<file path="config.mk">
export PLATFORM = sky130hd
export DESIGN_NAME = ws2812_spi_frame_encoder
export DESIGN_NICKNAME = d
export VERILOG_FILES = /design/src/hw/rtl/wse_pkg.sv /design/src/hw/rtl/wse_color_scale.sv /design/src/hw/rtl/wse_frame_seq.sv /design/src/hw/rtl/ws2812_spi_frame_encoder.sv
export SDC_FILE = /design/constraint.sdc
export NUM_CORES = 1
export LEC_CHECK = 0
export BUFFER_PORTS_ARGS = -buffer_cell sky130_fd_sc_hd__buf_2
export CORE_MARGIN = 1
export CORE_UTILIZATION = 69
export DETAILED_ROUTE_END_ITERATION = 12
export PLACE_DENSITY = 0.88
export REMOVE_ABC_BUFFERS = 1
export SYNTH_ARGS = -nofsm -noshare
export SYNTH_HDL_FRONTEND = slang
export SYNTH_SLANG_ARGS = --single-unit
</file>
<file path="constraint.sdc">
create_clock -name clk -period 20.5 [get_ports clk]
set_input_delay 4.1 -clock clk [delete_from_list [all_inputs] [get_ports clk]]
set_output_delay 4.1 -clock clk [all_outputs]
set_load 0.02 [all_outputs]
</file>
<file path="src/hw/rtl/wse_pkg.sv">
// Shared types, constants and the nibble encoder for the WS2812 SPI frame encoder.
// No dependencies; every other file in hw/rtl refers to it by scoped names.
package wse_pkg;

  localparam int COLOR_W   = 8;
  localparam int LED_CNT_W = 11;
  localparam int TRAIL_W   = 8;
  localparam int CFG_IDX_W = 2;
  localparam int CFG_DAT_W = 11;
  localparam int BYTE_IDX_W = 4;

  // Item commands
  localparam logic CMD_SET   = 1'b0;
  localparam logic CMD_FETCH = 1'b1;

  // Configuration register indexes
  localparam logic [CFG_IDX_W-1:0] CFG_BRIGHTNESS = 2'd0;
  localparam logic [CFG_IDX_W-1:0] CFG_LED_COUNT  = 2'd1;
  localparam logic [CFG_IDX_W-1:0] CFG_TRAILER    = 2'd2;

  // Register reset values
  localparam logic [COLOR_W-1:0]   BRIGHTNESS_RST = 8'd80;
  localparam logic [LED_CNT_W-1:0] LED_COUNT_RST  = 11'd1;
  localparam logic [TRAIL_W-1:0]   TRAILER_RST    = 8'd48;

  // Last SPI byte index within one LED (3 colors x 4 bytes)
  localparam logic [BYTE_IDX_W-1:0] LAST_BYTE_IDX = 4'd11;

  // One LED bit becomes one nibble on the wire
  localparam logic [3:0] NIB_ONE  = 4'hE;
  localparam logic [3:0] NIB_ZERO = 4'h8;

  typedef struct packed {
    logic arm;    // set color accepted: latch colors, restart frame
    logic fetch;  // fetch accepted: emit next byte if a frame is armed
  } seq_ctrl_t;

  typedef struct packed {
    logic [LED_CNT_W-1:0] chain_len;
    logic [TRAIL_W-1:0]   trailer_bytes;
  } frame_cfg_t;

  // Two LED bits of a color byte, MSB first, as one SPI byte
  function automatic logic [7:0] encode_pair(input logic [COLOR_W-1:0] color,
                                             input logic [1:0] sub);
    logic [1:0] pair;
    pair = 2'b00;
    case (sub)
      2'd0:    pair = color[7:6];
      2'd1:    pair = color[5:4];
      2'd2:    pair = color[3:2];
      default: pair = color[1:0];
    endcase
    return {(pair[1] ? NIB_ONE : NIB_ZERO), (pair[0] ? NIB_ONE : NIB_ZERO)};
  endfunction

endpackage

</file>
<file path="src/hw/rtl/wse_color_scale.sv">
// Scales one 8-bit color by brightness: value*brightness/255, truncated.
// Depends on wse_pkg for widths.
module wse_color_scale (
  input  logic [wse_pkg::COLOR_W-1:0] value,
  input  logic [wse_pkg::COLOR_W-1:0] brightness,
  output logic [wse_pkg::COLOR_W-1:0] scaled
);

  logic [2*wse_pkg::COLOR_W-1:0] product;
  logic [2*wse_pkg::COLOR_W:0]   sum;

  // x/255 == (x + (x >> 8) + 1) >> 8 for every 16-bit product of two bytes
  assign product = value * brightness;
  assign sum     = {1'b0, product} + {9'd0, product[15:8]} + 17'd1;
  assign scaled  = sum[15:8];

endmodule

</file>
<file path="src/hw/rtl/wse_frame_seq.sv">
// Frame sequencer: color latch, LED/byte/trailer counters and result register.
// Depends on wse_pkg for types, constants and the nibble encoder.
module wse_frame_seq #(
  parameter int MAX_LEDS = 1024
) (
  input  logic                          clk,
  input  logic                          rst,
  input  wse_pkg::seq_ctrl_t            ctrl,
  input  logic [3*wse_pkg::COLOR_W-1:0] color_in,
  input  wse_pkg::frame_cfg_t           cfg,
  input  logic                          out_stall,
  output logic                          out_valid,
  output logic [7:0]                    spi_byte,
  output logic                          last_byte
);

  localparam int LIDX_W = (MAX_LEDS > 1) ? $clog2(MAX_LEDS) : 1;
  localparam int CNT_W  = ($clog2(MAX_LEDS + 1) > wse_pkg::LED_CNT_W) ?
                          $clog2(MAX_LEDS + 1) : wse_pkg::LED_CNT_W;

  typedef enum logic [1:0] {
    PH_IDLE,
    PH_PIXELS,
    PH_TRAILER
  } phase_t;

  phase_t                             phase, phase_next;
  logic [3*wse_pkg::COLOR_W-1:0]      scaled_color;
  logic [LIDX_W-1:0]                  led_index, led_index_next;
  logic [wse_pkg::BYTE_IDX_W-1:0]     byte_index, byte_index_next;
  logic [wse_pkg::TRAIL_W-1:0]        trailer_index, trailer_index_next;

  logic [CNT_W-1:0]                   count_ext;
  logic [CNT_W-1:0]                   eff_leds;
  logic                               led_done;
  logic                               trail_done;
  logic [wse_pkg::COLOR_W-1:0]        cur_color;
  logic                               res_valid;
  logic [7:0]                         res_byte;
  logic                               res_last;

  always_comb begin
    count_ext = CNT_W'(cfg.chain_len);
    eff_leds  = count_ext;
    if (count_ext == '0) begin
      eff_leds = CNT_W'(1);
    end else if (count_ext > CNT_W'(MAX_LEDS)) begin
      eff_leds = CNT_W'(MAX_LEDS);
    end
  end

  assign led_done   = (CNT_W'(led_index) + CNT_W'(1)) >= eff_leds;
  assign trail_done = ({1'b0, trailer_index} + 9'd1) >= {1'b0, cfg.trailer_bytes};

  always_comb begin
    case (byte_index[3:2])
      2'd0:    cur_color = scaled_color[23:16];
      2'd1:    cur_color = scaled_color[15:8];
      default: cur_color = scaled_color[7:0];
    endcase
  end

  always_comb begin
    phase_next         = phase;
    led_index_next     = led_index;
    byte_index_next    = byte_index;
    trailer_index_next = trailer_index;
    res_valid          = 1'b0;
    res_byte           = wse_pkg::encode_pair(cur_color, byte_index[1:0]);
    res_last           = 1'b0;
    if (ctrl.arm) begin
      phase_next         = PH_PIXELS;
      led_index_next     = '0;
      byte_index_next    = '0;
      trailer_index_next = '0;
    end else if (ctrl.fetch) begin
      case (phase)
        PH_PIXELS: begin
          res_valid = 1'b1;
          if (byte_index >= wse_pkg::LAST_BYTE_IDX) begin
            byte_index_next = '0;
            if (led_done) begin
              led_index_next = '0;
              if (cfg.trailer_bytes == '0) begin
                res_last   = 1'b1;
                phase_next = PH_IDLE;
              end else begin
                trailer_index_next = '0;
                phase_next         = PH_TRAILER;
              end
            end else begin
              led_index_next = led_index + LIDX_W'(1);
            end
          end else begin
            byte_index_next = byte_index + 4'd1;
          end
        end
        PH_TRAILER: begin
          res_valid = 1'b1;
          res_byte  = 8'h00;
          if (trail_done) begin
            res_last           = 1'b1;
            trailer_index_next = '0;
            phase_next         = PH_IDLE;
          end else begin
            trailer_index_next = trailer_index + 8'd1;
          end
        end
        default: ;
      endcase
    end
  end

  always_ff @(posedge clk) begin
    if (rst) begin
      phase         <= PH_IDLE;
      led_index     <= '0;
      byte_index    <= '0;
      trailer_index <= '0;
      scaled_color  <= '0;
      out_valid     <= 1'b0;
    end else begin
      phase         <= phase_next;
      led_index     <= led_index_next;
      byte_index    <= byte_index_next;
      trailer_index <= trailer_index_next;
      if (ctrl.arm) begin
        scaled_color <= color_in;
      end
      // Load a fresh result, or drop the held one once it is taken
      if (res_valid) begin
        out_valid <= 1'b1;
        spi_byte  <= res_byte;
        last_byte <= res_last;
      end else if (!out_stall) begin
        out_valid <= 1'b0;
      end
    end
  end

endmodule

</file>
<file path="src/hw/rtl/ws2812_spi_frame_encoder.sv">
// Top level of the WS2812 SPI frame encoder: config registers, handshake, checks.
// Depends on wse_pkg, wse_color_scale and wse_frame_seq.
//
// Takes one item per clock. A set-color item (command 0) scales red, green
// and blue by brightness/255, latches them and arms a frame; it returns
// nothing. Each fetch item (command 1) returns the next SPI byte of the armed
// frame in the cycle after it is taken: chain_len LEDs of green, red, blue, each
// color byte sent MSB first as four bytes with two LED bits per byte (nibble
// 8 for a 0 bit, E for a 1 bit), then trailer_bytes zero bytes, with last_byte
// set on the final byte. A fetch while no frame is armed returns nothing.
// The single result register sets the pace: in_stall rises only while that
// register holds a result and out_stall is high, so with a free-running
// consumer one byte leaves every cycle. chain_len 0 counts as one LED and is
// capped at MAX_LEDS; chain_len and trailer_bytes are read live during a
// frame, brightness only at the next set color. Configuration writes are
// always taken (cfg_ready tied high); writes to an unused index are ignored.
module ws2812_spi_frame_encoder #(
  parameter int MAX_LEDS = 1024
) (
  input  logic                              clk,
  input  logic                              rst,
  // Item channel
  input  logic                              in_valid,
  output logic                              in_stall,
  input  logic                              command,
  input  logic [wse_pkg::COLOR_W-1:0]       red,
  input  logic [wse_pkg::COLOR_W-1:0]       green,
  input  logic [wse_pkg::COLOR_W-1:0]       blue,
  // Result channel
  output logic                              out_valid,
  input  logic                              out_stall,
  output logic [7:0]                        spi_byte,
  output logic                              last_byte,
  // Configuration write channel
  input  logic                              cfg_valid,
  output logic                              cfg_ready,
  input  logic [wse_pkg::CFG_IDX_W-1:0]     cfg_index,
  input  logic [wse_pkg::CFG_DAT_W-1:0]     cfg_data
);

  logic [wse_pkg::COLOR_W-1:0]   brightness;
  logic [wse_pkg::LED_CNT_W-1:0] chain_len;
  logic [wse_pkg::TRAIL_W-1:0]   trailer_bytes;

  logic                          take;
  wse_pkg::seq_ctrl_t            ctrl;
  wse_pkg::frame_cfg_t           frame_cfg;
  logic [wse_pkg::COLOR_W-1:0]   red_s, green_s, blue_s;

  // Hold off new items only while a finished byte waits on a stalled consumer
  assign in_stall  = out_valid & out_stall;
  assign take      = in_valid & ~in_stall;
  assign ctrl.arm   = take & (command == wse_pkg::CMD_SET);
  assign ctrl.fetch = take & (command == wse_pkg::CMD_FETCH);

  assign cfg_ready = 1'b1;

  always_ff @(posedge clk) begin
    if (rst) begin
      brightness    <= wse_pkg::BRIGHTNESS_RST;
      chain_len     <= wse_pkg::LED_COUNT_RST;
      trailer_bytes <= wse_pkg::TRAILER_RST;
    end else if (cfg_valid && cfg_ready) begin
      case (cfg_index)
        wse_pkg::CFG_BRIGHTNESS: brightness    <= cfg_data[7:0];
        wse_pkg::CFG_LED_COUNT:  chain_len     <= cfg_data;
        wse_pkg::CFG_TRAILER:    trailer_bytes <= cfg_data[7:0];
        default: ;
      endcase
    end
  end

  assign frame_cfg.chain_len     = chain_len;
  assign frame_cfg.trailer_bytes = trailer_bytes;

  // One scaler per color, feeding the color latch directly
  wse_color_scale u_scale_r (.value(red),   .brightness(brightness), .scaled(red_s));
  wse_color_scale u_scale_g (.value(green), .brightness(brightness), .scaled(green_s));
  wse_color_scale u_scale_b (.value(blue),  .brightness(brightness), .scaled(blue_s));

  wse_frame_seq #(
    .MAX_LEDS (MAX_LEDS)
  ) u_seq (
    .clk       (clk),
    .rst       (rst),
    .ctrl      (ctrl),
    .color_in  ({green_s, red_s, blue_s}),
    .cfg       (frame_cfg),
    .out_stall (out_stall),
    .out_valid (out_valid),
    .spi_byte  (spi_byte),
    .last_byte (last_byte)
  );

  // A set-color item never leaves a result behind
  a_set_no_result: assert property (@(posedge clk) disable iff (rst)
    ctrl.arm |=> !out_valid)
    else $error("set color produced a result");

  // A result that is held under stall keeps its byte and mark
  a_held_result: assert property (@(posedge clk) disable iff (rst)
    (out_valid && out_stall) |=> (out_valid && $stable(spi_byte) && $stable(last_byte)))
    else $error("held result changed");

  // Brightness write lands in the register
  a_cfg_bright: assert property (@(posedge clk) disable iff (rst)
    (cfg_valid && cfg_ready && cfg_index == wse_pkg::CFG_BRIGHTNESS)
      |=> (brightness == $past(cfg_data[7:0])))
    else $error("brightness write lost");

endmodule

</file>
# Yosys cells after proc, flatten, opt, wreduce, memory -nomap -nowiden
# Index checks and enable logic that the tools add are counted.
# op_classes
addsub	11
n_mul	3
n_div	0
n_lt_le_gt_ge	4
eq_ne	15
shift	0
n_mux	33
n_bitwise	8
reduce_logical	20
# op_table
cell	count
2-to-1 mux 8 bit	7
adder 16 x 1 -> 16 bit, second input constant	3
adder 16 x 8 -> 16 bit	3
multiplier 8 x 8 -> 16 bit	3
one-hot mux 8 bit (2 select lines)	2
2-to-1 mux 11 bit	2
AND reduction 5 bit	3
adder 10 x 1 -> 11 bit, second input constant	1
greater-or-equal comparator 11 bit	1
greater-than comparator 11 bit, second input constant	1
logical NOT 11 bit	1
2-to-1 mux 1 bit	11
adder 10 x 1 -> 10 bit, second input constant	1
2-to-1 mux 10 bit	1
AND reduction 2 bit	5
adder 8 x 1 -> 9 bit, second input constant	1
greater-or-equal comparator 9 x 8 -> 1 bit	1
!= test 3 x 2 -> 1 bit, second input constant	3
adder 8 x 1 -> 8 bit, second input constant	1
equality test 2 x 1 -> 1 bit, second input constant	4
logical NOT 8 bit	1
2-to-1 mux 2 bit	4
!= test 2 x 1 -> 1 bit, second input constant	4
equality test 2 bit, second input constant	3
other kinds (15)	27
# totals
reg_bits	85
latch_bits	0
ramBits	0
mem_bits_ro	0
out_inout_bits	12
wordCells	106
n_memories	0

# Logic depth before layout (Yosys ltp)
# Gate-level depths: netlist of the first run.
# logic_depth
depth_word	9
ltp_mapped	27
depth_no_buf	27

# By module
# A second synthesis of the first run with hierarchy kept.
# unflattened
cells_unflattened	1374
area_unflattened_um2	12196.7
# by_module_without_submodules
mod	n_inst	cells_per_inst	area_each_um2
wse_frame_seq	1	362	3186.8
wse_color_scale at u_scale_g	1	303	2636.3
wse_color_scale at u_scale_r	1	294	2630.0
wse_color_scale at u_scale_b	1	300	2576.2
ws2812_spi_frame_encoder	1	115	1167.4

# Least setup slack after synthesis of the first run
# OpenSTA, ideal clock, no wires.
# synth_timing
path_type	in2reg
start	in blue[0] (netlist bit)
end	reg u_seq.scaled_color[7] (netlist bit)
t_arrival_ps	9505
required_time_ps	20409
path_slack_ps	10904
cell_stages	22
n_path_buf	0
path_cell_list	nand2_1 -> fa_1 -> fa_1 -> inv_1 -> fa_1 -> inv_1 -> fa_1 -> inv_1 -> ha_1 -> o21a_1 -> a211oi_2 -> or4_1 -> a31oi_1 -> o21ai_0 -> nor2b_1 -> xnor2_1 -> ha_1 -> nand2_1 -> o31ai_2 -> a32oi_2 -> or4_1 -> a311oi_1
# synth_between
elab_chain_cells	3
# synth_rtl
item	line_no	text
start, declared	ws2812_spi_frame_encoder.sv:28	input logic [wse_pkg::COLOR_W-1:0] blue,
multiplier 8 x 8 -> 16 bit	wse_color_scale.sv:13	assign product = value * brightness;
adder 16 x 8 -> 16 bit	wse_color_scale.sv:14	assign sum = {1'b0, product} + {9'd0, product[15:8]} + 17'd1;
adder 16 x 1 -> 16 bit	wse_color_scale.sv:14	
end signal, assigned	wse_frame_seq.sv:128	scaled_color <= color_in;
end, declared	wse_frame_seq.sv:28	logic [3*wse_pkg::COLOR_W-1:0] scaled_color;
# No other way between the ends.
# A chain may end at the register's enable or synchronous reset.

# Final worst setup path of the first run
# layout_timing
start	in blue[0] (netlist bit)
end	reg u_seq.scaled_color[1] (netlist bit)
# The elaborated chain is that of the path after synthesis.

==> results of run 1 <==
-- flip-flops by register name, indices dropped and copies added (netlist names) --
signal	count
u_seq.led_index	10
brightness	8
u_seq.spi_byte	3
chain_len	11
u_seq.trailer_index	8
trailer_bytes	8
u_seq.last_byte	1
u_seq.phase	2
u_seq.byte_index	4
u_seq.scaled_color	24
u_seq.out_valid	1
-- metrics by stage --
stage / util, % / power (mW) / instances / hold WS, ns / worst slack, ns
2_1_floorplan: - / 0.495 / 1338 / 0.424 / 10.90
3_3_place_gp: 73.0 / 0.573 / 1615 / 0.437 / 10.43
3_5_place_dp: 73.0 / 0.593 / 1615 / 0.443 / 10.33
4_1_cts: 75.2 / 0.786 / 1631 / 0.456 / 10.66
5_1_grt: 75.2 / 0.851 / 1631 / 0.485 / 10.13
6_report: 75.2 / 0.792 / 1631 / 0.462 / 10.62
-- metal layers --
metal | track usage [%] | share of wire (%) | vias to the layer above | wire length, µm
met2 | 56.5 | 49 | 329 | 13200
li1 | - | - | 4713 | -
met3 | 2.92 | 4.9 | 39 | 1310
met4 | 9.00 | 2.3 | 0 | 612
met1 | 41.4 | 44 | 4744 | 11800
met5 | 0 | 0 | - | 0
-- worst register-to-register path, stage by stage (launching register included) --
cell	delay, ns
dfxtp_1	0.92
nand2_1	0.20
fa_1	0.55
fa_1	0.54
inv_1	0.05
fa_1	0.53
inv_1	0.05
fa_1	0.53
inv_1	0.04
ha_1	0.38
o21a_1	0.18
a211oi_2	0.09
or4_1	0.53
a31oi_1	0.31
o21ai_0	0.11
nor2b_1	0.14
xnor2_1	0.25
ha_1	0.31
a21oi_1	0.23
o31ai_2	0.11
a32oi_2	0.35
nor2_1	0.09
a2111oi_0	0.35
-- power breakdown --
group	total [mW]	leakage [nW]	internal, mW	switching (mW)
logic	0.423	5.39	0.165	0.257
registers	0.175	0.653	0.166	0.00906
clock network	0.195	0.178	0.130	0.0646
total	0.792	6.22	0.462	0.331
-- final cells by class --
class | count | area, µm²
well taps | 220 | 275
clock inverters | 4 | 98.8
fillers | 1192 | 4110
flip-flops and latches | 80 | 1640
multi-input cells | 1081 | 9230
clock buffers | 12 | 268
inverters | 177 | 664
repair buffers | 57 | 300
-- synthesized netlist by cell type, drive strengths merged (10+ instances only) --
cell and instances:
xor2 22, nor2 93, fa 108, ha 153, a21o 25, a211oi 18, mux2i 31, o31ai 10
nor3b 10, nand3 30, a31oi 13, nand2 105, nand2b 10, and3 13, inv 176, clkbuf 38
a21oi 51, o21ai 38, xnor2 32, o211ai 10, dfxtp 76, nor3 13, and2 167
-- cells by family (layout without fill, tap and decap cells) --
family                     after synthesis  count (layout)  synth area share [%]
AOI/OAI and AO/OA                      240             240                  14.7
xor gates and xnor gates                57              57                  4.62
adders and majority gates              262             262                  34.8
buffers and inverters                  224             250                  7.37
DFF                                     80              80                  14.0
muxes                                   32              32                  2.74
other                                    2               3                0.0640
and+or+nand+nor                        487             487                  21.6
-- worst paths after layout --
kind                                            start                    end  slack (ns)  cells past startpoint
worst max register to register          brightness[7]  u_seq.scaled_color[1]       13.53                     22
worst max-delay path                          blue[0]  u_seq.scaled_color[1]       10.62                     23
worst min register to register  u_seq.scaled_color[0]  u_seq.scaled_color[0]        0.46                      2
worst min-delay path            u_seq.scaled_color[0]  u_seq.scaled_color[0]        0.46                      2
-- cell usage in the layout, fill, tap and decap left out, types with 13 or more instances in the layout --
master    Yosys  final
a211oi_1     15     15
ha_1        153    153
a21o_1       25     25
and3_1       13     13
nand2_1     105    105
a21oi_1      50     50
a31oi_1      13     13
nor2_1       93     93
nor3_1       13     13
o21ai_0      35     35
dfxtp_1      76     76
xnor2_1      32     32
and2_1      167    167
buf_2         1     51
mux2i_1      31     31
nand3_1      30     30
inv_1       176    176
fa_1        108    108
xor2_1       22     22
==> metrics.md, run 1 <==
| Metric | Value |
|---|---|
| Fin crit period | `roughly 10 ns` |
| GRT Overall Usage | `a little under a third` |
| Starting Density | `70.7%` |
| Seq/Total Area, Yosys | `14.0%` |
| Tightest Pin Transition | `1.01 ns` |
| CTS tree | `done` |
| Clock tree buffer depth | `2` |
| Cts bufs inserted | `9` |
| Type of destination of the critical path | `register` |
| Worst-path cell chain | `buf_2 -> nand2_1 -> fa_1 -> fa_1 -> inv_1 -> fa_1 -> inv_1 -> fa_1 -> inv_1 -> ha_1 -> o21a_1 -> a211oi_2 -> or4_1 -> a31oi_1 -> o21ai_0 -> nor2b_1 -> xnor2_1 -> ha_1 -> a21oi_1 -> o31ai_2 -> a32oi_2 -> nor2_1 -> a2111oi_0` |
| MaxCap Viol Count | `0` |
| RSZ-0062 raised after global routing | `no` |
| Root Buffer | `clkbuf_16` |
| Gr ovfl total | `0` |
| Top-area cell type share of the netlist area | `a little under a fifth` |
| Final-report max-slew violation count | `0` |
| Crit Path Category | `in -> reg` |
| Arrival @ worst endpoint | `just over 10 ns` |
| Period utilisation layout | `48.2%` |
| Worst Skew | `between 0.005 and 0.006 ns` |
| WP buf/inv | `4` |
| P_leak | `a little over 6 nW` |
| Height of the die | `between 100 and 150 µm` |
| Core box area | `~17,000 µm²` |
| DP HPWL | `roughly 21,000 µm` |
| Clk_lat worst skew | `roughly 0.34 ns` |
| Synth cell types | `between 80 and 90` |
| Critical path's top delay family | `adder cells` |
| Final WL | `around 27,000 µm` |
| 1st-pass router iterations | `5` |
| Fin area | `approximately 12,000 µm²` |
| CTS Hold Bufs | `0` |
| CP Max Fanout | `8` |
| Yosys warning count | `0` |
| Pin count of the biggest net entering global routing | `49` |
| Vias post-DR | `roughly 9,800` |
| Final setup fails | `0` |
| Die width | `~130 µm` |
| Max VDD drop | `~0.061 mV` |
| Antenna cell count | `0` |
| Residual DRC count | `0` |
| Worst Path Required | `about 21 ns` |
| Initial antenna violation count | `0` |
| Share of cells above drive strength 1 | `under 10%` |
| Max incr delay on CP | `around 0.55 ns` |
| # H-tree levels | `3` |
| Rows | `between 40 and 50` |
| Headroom to the max-slew limit | `32.4%` |
| Worst hold path class | `reg -> reg` |
| Pwr per Cell Area | `63.5 nW/µm²` |
| Final hold violations | `0` |
| Most used flip-flop cell after synthesis | `dfxtp_1` |
| Seq cells post-synth | `80` |
| Status | `complete, no violations` |
| DR iter-0 viols | `roughly 630` |
| Post-DR wirelength/cell | `16.5 µm` |
| Area Overhead vs Synth | `6.36%` |
| CP startpoint kind | `primary input` |
| Mean Syn Cell Area | `roughly 8.5 µm²` |
| Port Buffers | `around 50` |
| Fmax | `0.101 GHz` |
| Post-synth EDFFs | `4` |
| Post-synthesis cell count | `about 1,400` |
| Reg clk slew, reported paths | `~0.060 ns` |
| DRT antenna net count | `0` |
| Dpl cell area | `12,100 µm²` |
| Setup TNS | `0 ns` |
| Clock Sink Count | `80` |
| Total setup buffers inserted after CTS | `0` |
| Final RePlAce weighted congestion | `between 0.8 and 0.9` |
| Vias per cell | `roughly 6` |
| # nets final | `about 1,700` |
| Most frequent CP cell | `fa_1` |
| Share of flip-flops with an asynchronous set or reset | `0%` |
| Post-synthesis cell area | `11,700 µm²` |
| Io pins | `55` |
| Worst path slowest cell | `fa_1` |
| Vias in the first global route | `~10,000` |
| Synth area leader | `fa_1` |
| First-pass GRT wire length | `46,000 µm` |
| Post_cts resized | `0` |
| Ranking of synthesized cells by area | `fa_1, ha_1, dfxtp_1` |
| Die ar. | `approximately 18,000 µm²` |
No activity file was read; power rests on OpenSTA's default activity.
==> run 2: changes to the inputs <==
- ABC_AREA: unset -> 1
- CORE_UTILIZATION: 69 -> 65
- PLACE_DENSITY: 0.88 -> 0.83
- clock period: 20.5 -> 9.7 ns (I/O delays scaled with it)
==> metrics.md, run 2 <==
| Metric | Value |
|---|---|
| Seq/Total Area, Yosys | `about an eighth` |
| Dpl ws | `~2.4 ns` |
| Mean Syn Cell Area | `about 6.5 µm²` |
| Port Buffers | `a little over 50` |
| Final RePlAce weighted congestion | `approximately 0.95` |
| Most frequent cells in the layout | `nand2_1, inv_1, ha_1` |
| Flop pwr share | `between 10% and 20%` |
| Starting Density | `66.4%` |
| Final hold violations | `0` |
| Post_cts resized | `0` |
| Final WL | `just under 30,000 µm` |
| Share of cells above drive strength 1 | `approximately 6.6%` |
| Period utilisation layout | `a little under three quarters` |
| Vias post-DR | `between 10,000 and 15,000` |
| Clk_lat worst skew | `between 0.3 and 0.4 ns` |
| Setup ws final | `roughly 2.8 ns` |
| MaxCap Viol Count | `0` |
| First-pass GRT wire length | `between 50,000 and 60,000 µm` |
| P_leak | `between 8 and 9 nW` |
| Rows | `slightly above 50` |
| Area of the multi-input gates | `9070 µm²` |
| Most common cell after layout, fill and taps aside | `nand2_1` |
| Gr ovfl total | `0` |
| Post-DR wirelength/cell | `between 10 and 15 µm` |
| Vias per cell | `between 5 and 6` |
| Final setup fails | `0` |
| Status | `complete, no violations` |
| CTS Hold Bufs | `0` |
| Clock tree buffer depth | `2` |
| Dpl cell area | `approximately 13,000 µm²` |
| Residual DRC count | `0` |
| DRT antenna net count | `0` |
| Final Total Pwr | `about 2.2 mW` |
| Fin area | `approximately 14,000 µm²` |
| Root Buffer | `clkbuf_16` |
| Worst Hold Path Cells | `2` |
| Internal Power | `1.08 mW` |
| R2R cell count | `31` |
| Arrival @ worst endpoint | `just over 7 ns` |
| Vias in the first global route | `~12,000` |
| Io pins | `55` |
| Psw | `between 1 and 1.5 mW` |
| Synth cell types | `49` |
| Top-area cell type share of the netlist area | `~17%` |
| Register bank with the most flops | `u_seq.scaled_color` |
| CP startpoint kind | `primary input` |
| # H-tree levels | `3` |
| Seq cells post-synth | `80` |
| Synth area leader | `fa_1` |
| 1st-pass router iterations | `5` |
| Most common cell in the netlist | `nand2_1` |
| Fillers | `1,745` |
| Worst Skew | `approximately 0.0070 ns` |
| Most used flip-flop cell after synthesis | `dfxtp_1` |
| Fmax | `roughly 0.14 GHz` |
| Setup TNS | `0 ns` |
| Core box area | `roughly 20,000 µm²` |
| Register area | `1640 µm²` |
| Number of flip-flops under the largest register name | `24` |
| Crit Path Category | `in -> reg` |
| CTS tree | `done` |
| GRT Overall Usage | `a little under a third` |
| Share of flip-flops with an asynchronous set or reset | `0%` |
| Post-synth EDFFs | `4` |
| Area Overhead vs Synth | `5.14%` |
| RSZ-0062 raised after global routing | `no` |
| Max incr delay on CP | `approximately 0.54 ns` |
| Tightest Pin Transition | `~1.1 ns` |
| Switching share of power | `between 50% and 60%` |
| Final-report max-slew violation count | `0` |
| Fin crit period | `approximately 6.9 ns` |
| Worst path slowest cell | `fa_1` |
| Antenna cell count | `0` |
| # nets final | `roughly 2,300` |
| Cts bufs inserted | `9` |
| Height of the die | `about 140 µm` |
| Total setup buffers inserted after CTS | `0` |
| Pwr per Cell Area | `~160 nW/µm²` |
| Max VDD drop | `0.0882 mV` |
| Ranking of synthesized cells by area | `fa_1, nand2_1, inv_1` |
| Headroom to the max-slew limit | `~24%` |
| Top flop regs | `u_seq.scaled_color: 24 flops, chain_len: 11 flops, u_seq.led_index: 10 flops` |
| Die width | `143 µm` |
| Combinational Power Share | `about two thirds` |
| End-of-flow core utilization | `between 60% and 70%` |
| DP HPWL | `around 24,000 µm` |
| Synth cell count leaders | `nand2_1, inv_1, ha_1, nand3_1, nor2_1` |
| Most frequent CP cell | `inv_1` |
| Clock Sink Count | `80` |
| Type of destination of the critical path | `register` |
| CP Max Fanout | `8` |
| Post-synthesis cell count | `between 2,000 and 2,500` |
| Die ar. | `~21,000 µm²` |
| Initial antenna violation count | `0` |
| Worst Path Required | `between 9 and 10 ns` |
| Worst hold path class | `reg -> reg` |
| Reg clk slew, reported paths | `0.06 ns` |
| Clock group share of total power | `around 16%` |
| DR iter-0 viols | `640` |
| Post-synthesis cell area | `approximately 13,000 µm²` |
| Pin count of the biggest net entering global routing | `35` |
| Yosys warning count | `0` |
==> run 2: cell types whose count changed in the layout (fill, tap and decap cells not counted), moves of 31 or more <==
cell	previous run	this run
mux2i_1	31	0
and2_1	167	0
inv_1	176	512
nand3_1	30	123
a21oi_1	50	86
nand2_1	105	526
==> run 2: power by group through the flow <==
stage          Combinational, mW  Clock [mW]  Sequential [mW]
3_5_place_dp                1.45           0            0.375
2_1_floorplan               1.14           0            0.376
3_3_place_gp                1.42           0            0.375
6_report                    1.48       0.364            0.369
5_1_grt                     1.69       0.380            0.371
4_1_cts                     1.46       0.364            0.368
==> run 2: worst paths after layout <==
path	to	from	slack (ns)
min	u_seq.scaled_color[12]	u_seq.scaled_color[12]	0.46
max	u_seq.scaled_color[7]	blue[0]	2.79
min reg2reg	u_seq.scaled_color[12]	u_seq.scaled_color[12]	0.46
max reg2reg	u_seq.scaled_color[15]	brightness[6]	3.88
==> run 2: critical path, delay by kind of cell <==
kind / cells / cell delay, ns
and+or+nand+nor: 13 / 1.27
buffers and inverters: 10 / 0.75
adders and majority gates: 6 / 2.77
AOI/OAI and AO/OA: 2 / 0.22
xor gates and xnor gates: 1 / 0.16
==> run 2: final cells by class <==
type	count	area share, %
clock buffer	13	1.84
clock inverter	3	0.478
inverter	521	14.4
multi-input combinational	1339	66.6
sequential	80	12.0
tap	265	2.43
timing repair buffer	58	2.26
==> run 2: cells by family (layout without fill, tap and decap cells) <==
family          after synthesis  in the layout  synth area share [%]
fa+ha+maj                   261            261                  31.5
compound gates              177            177                  7.47
xor+xnor                     31             31                  2.27
flops                        80             80                  12.7
simple gates                867            867                  28.7
buf+inv                     588            595                  17.4
other cells                   2              3                0.0580
==> run 2: per-layer routing <==
layer	GRT usage [%]	vias up	share of wire, %	wire (µm)
li1	-	6047	-	-
met1	37.8	5476	43	12700
met2	57.1	358	50	14800
met3	2.82	61	5.3	1570
met4	9.00	0	2.4	707
met5	0	-	0	0
==> run 2: stage by stage <==
step                hold WS, ns  instances
detailed placement        0.447       2263
global placement          0.443       2263
floorplan                 0.426       1940
CTS                       0.460       2279
finish                    0.458       2279
global route              0.484       2279
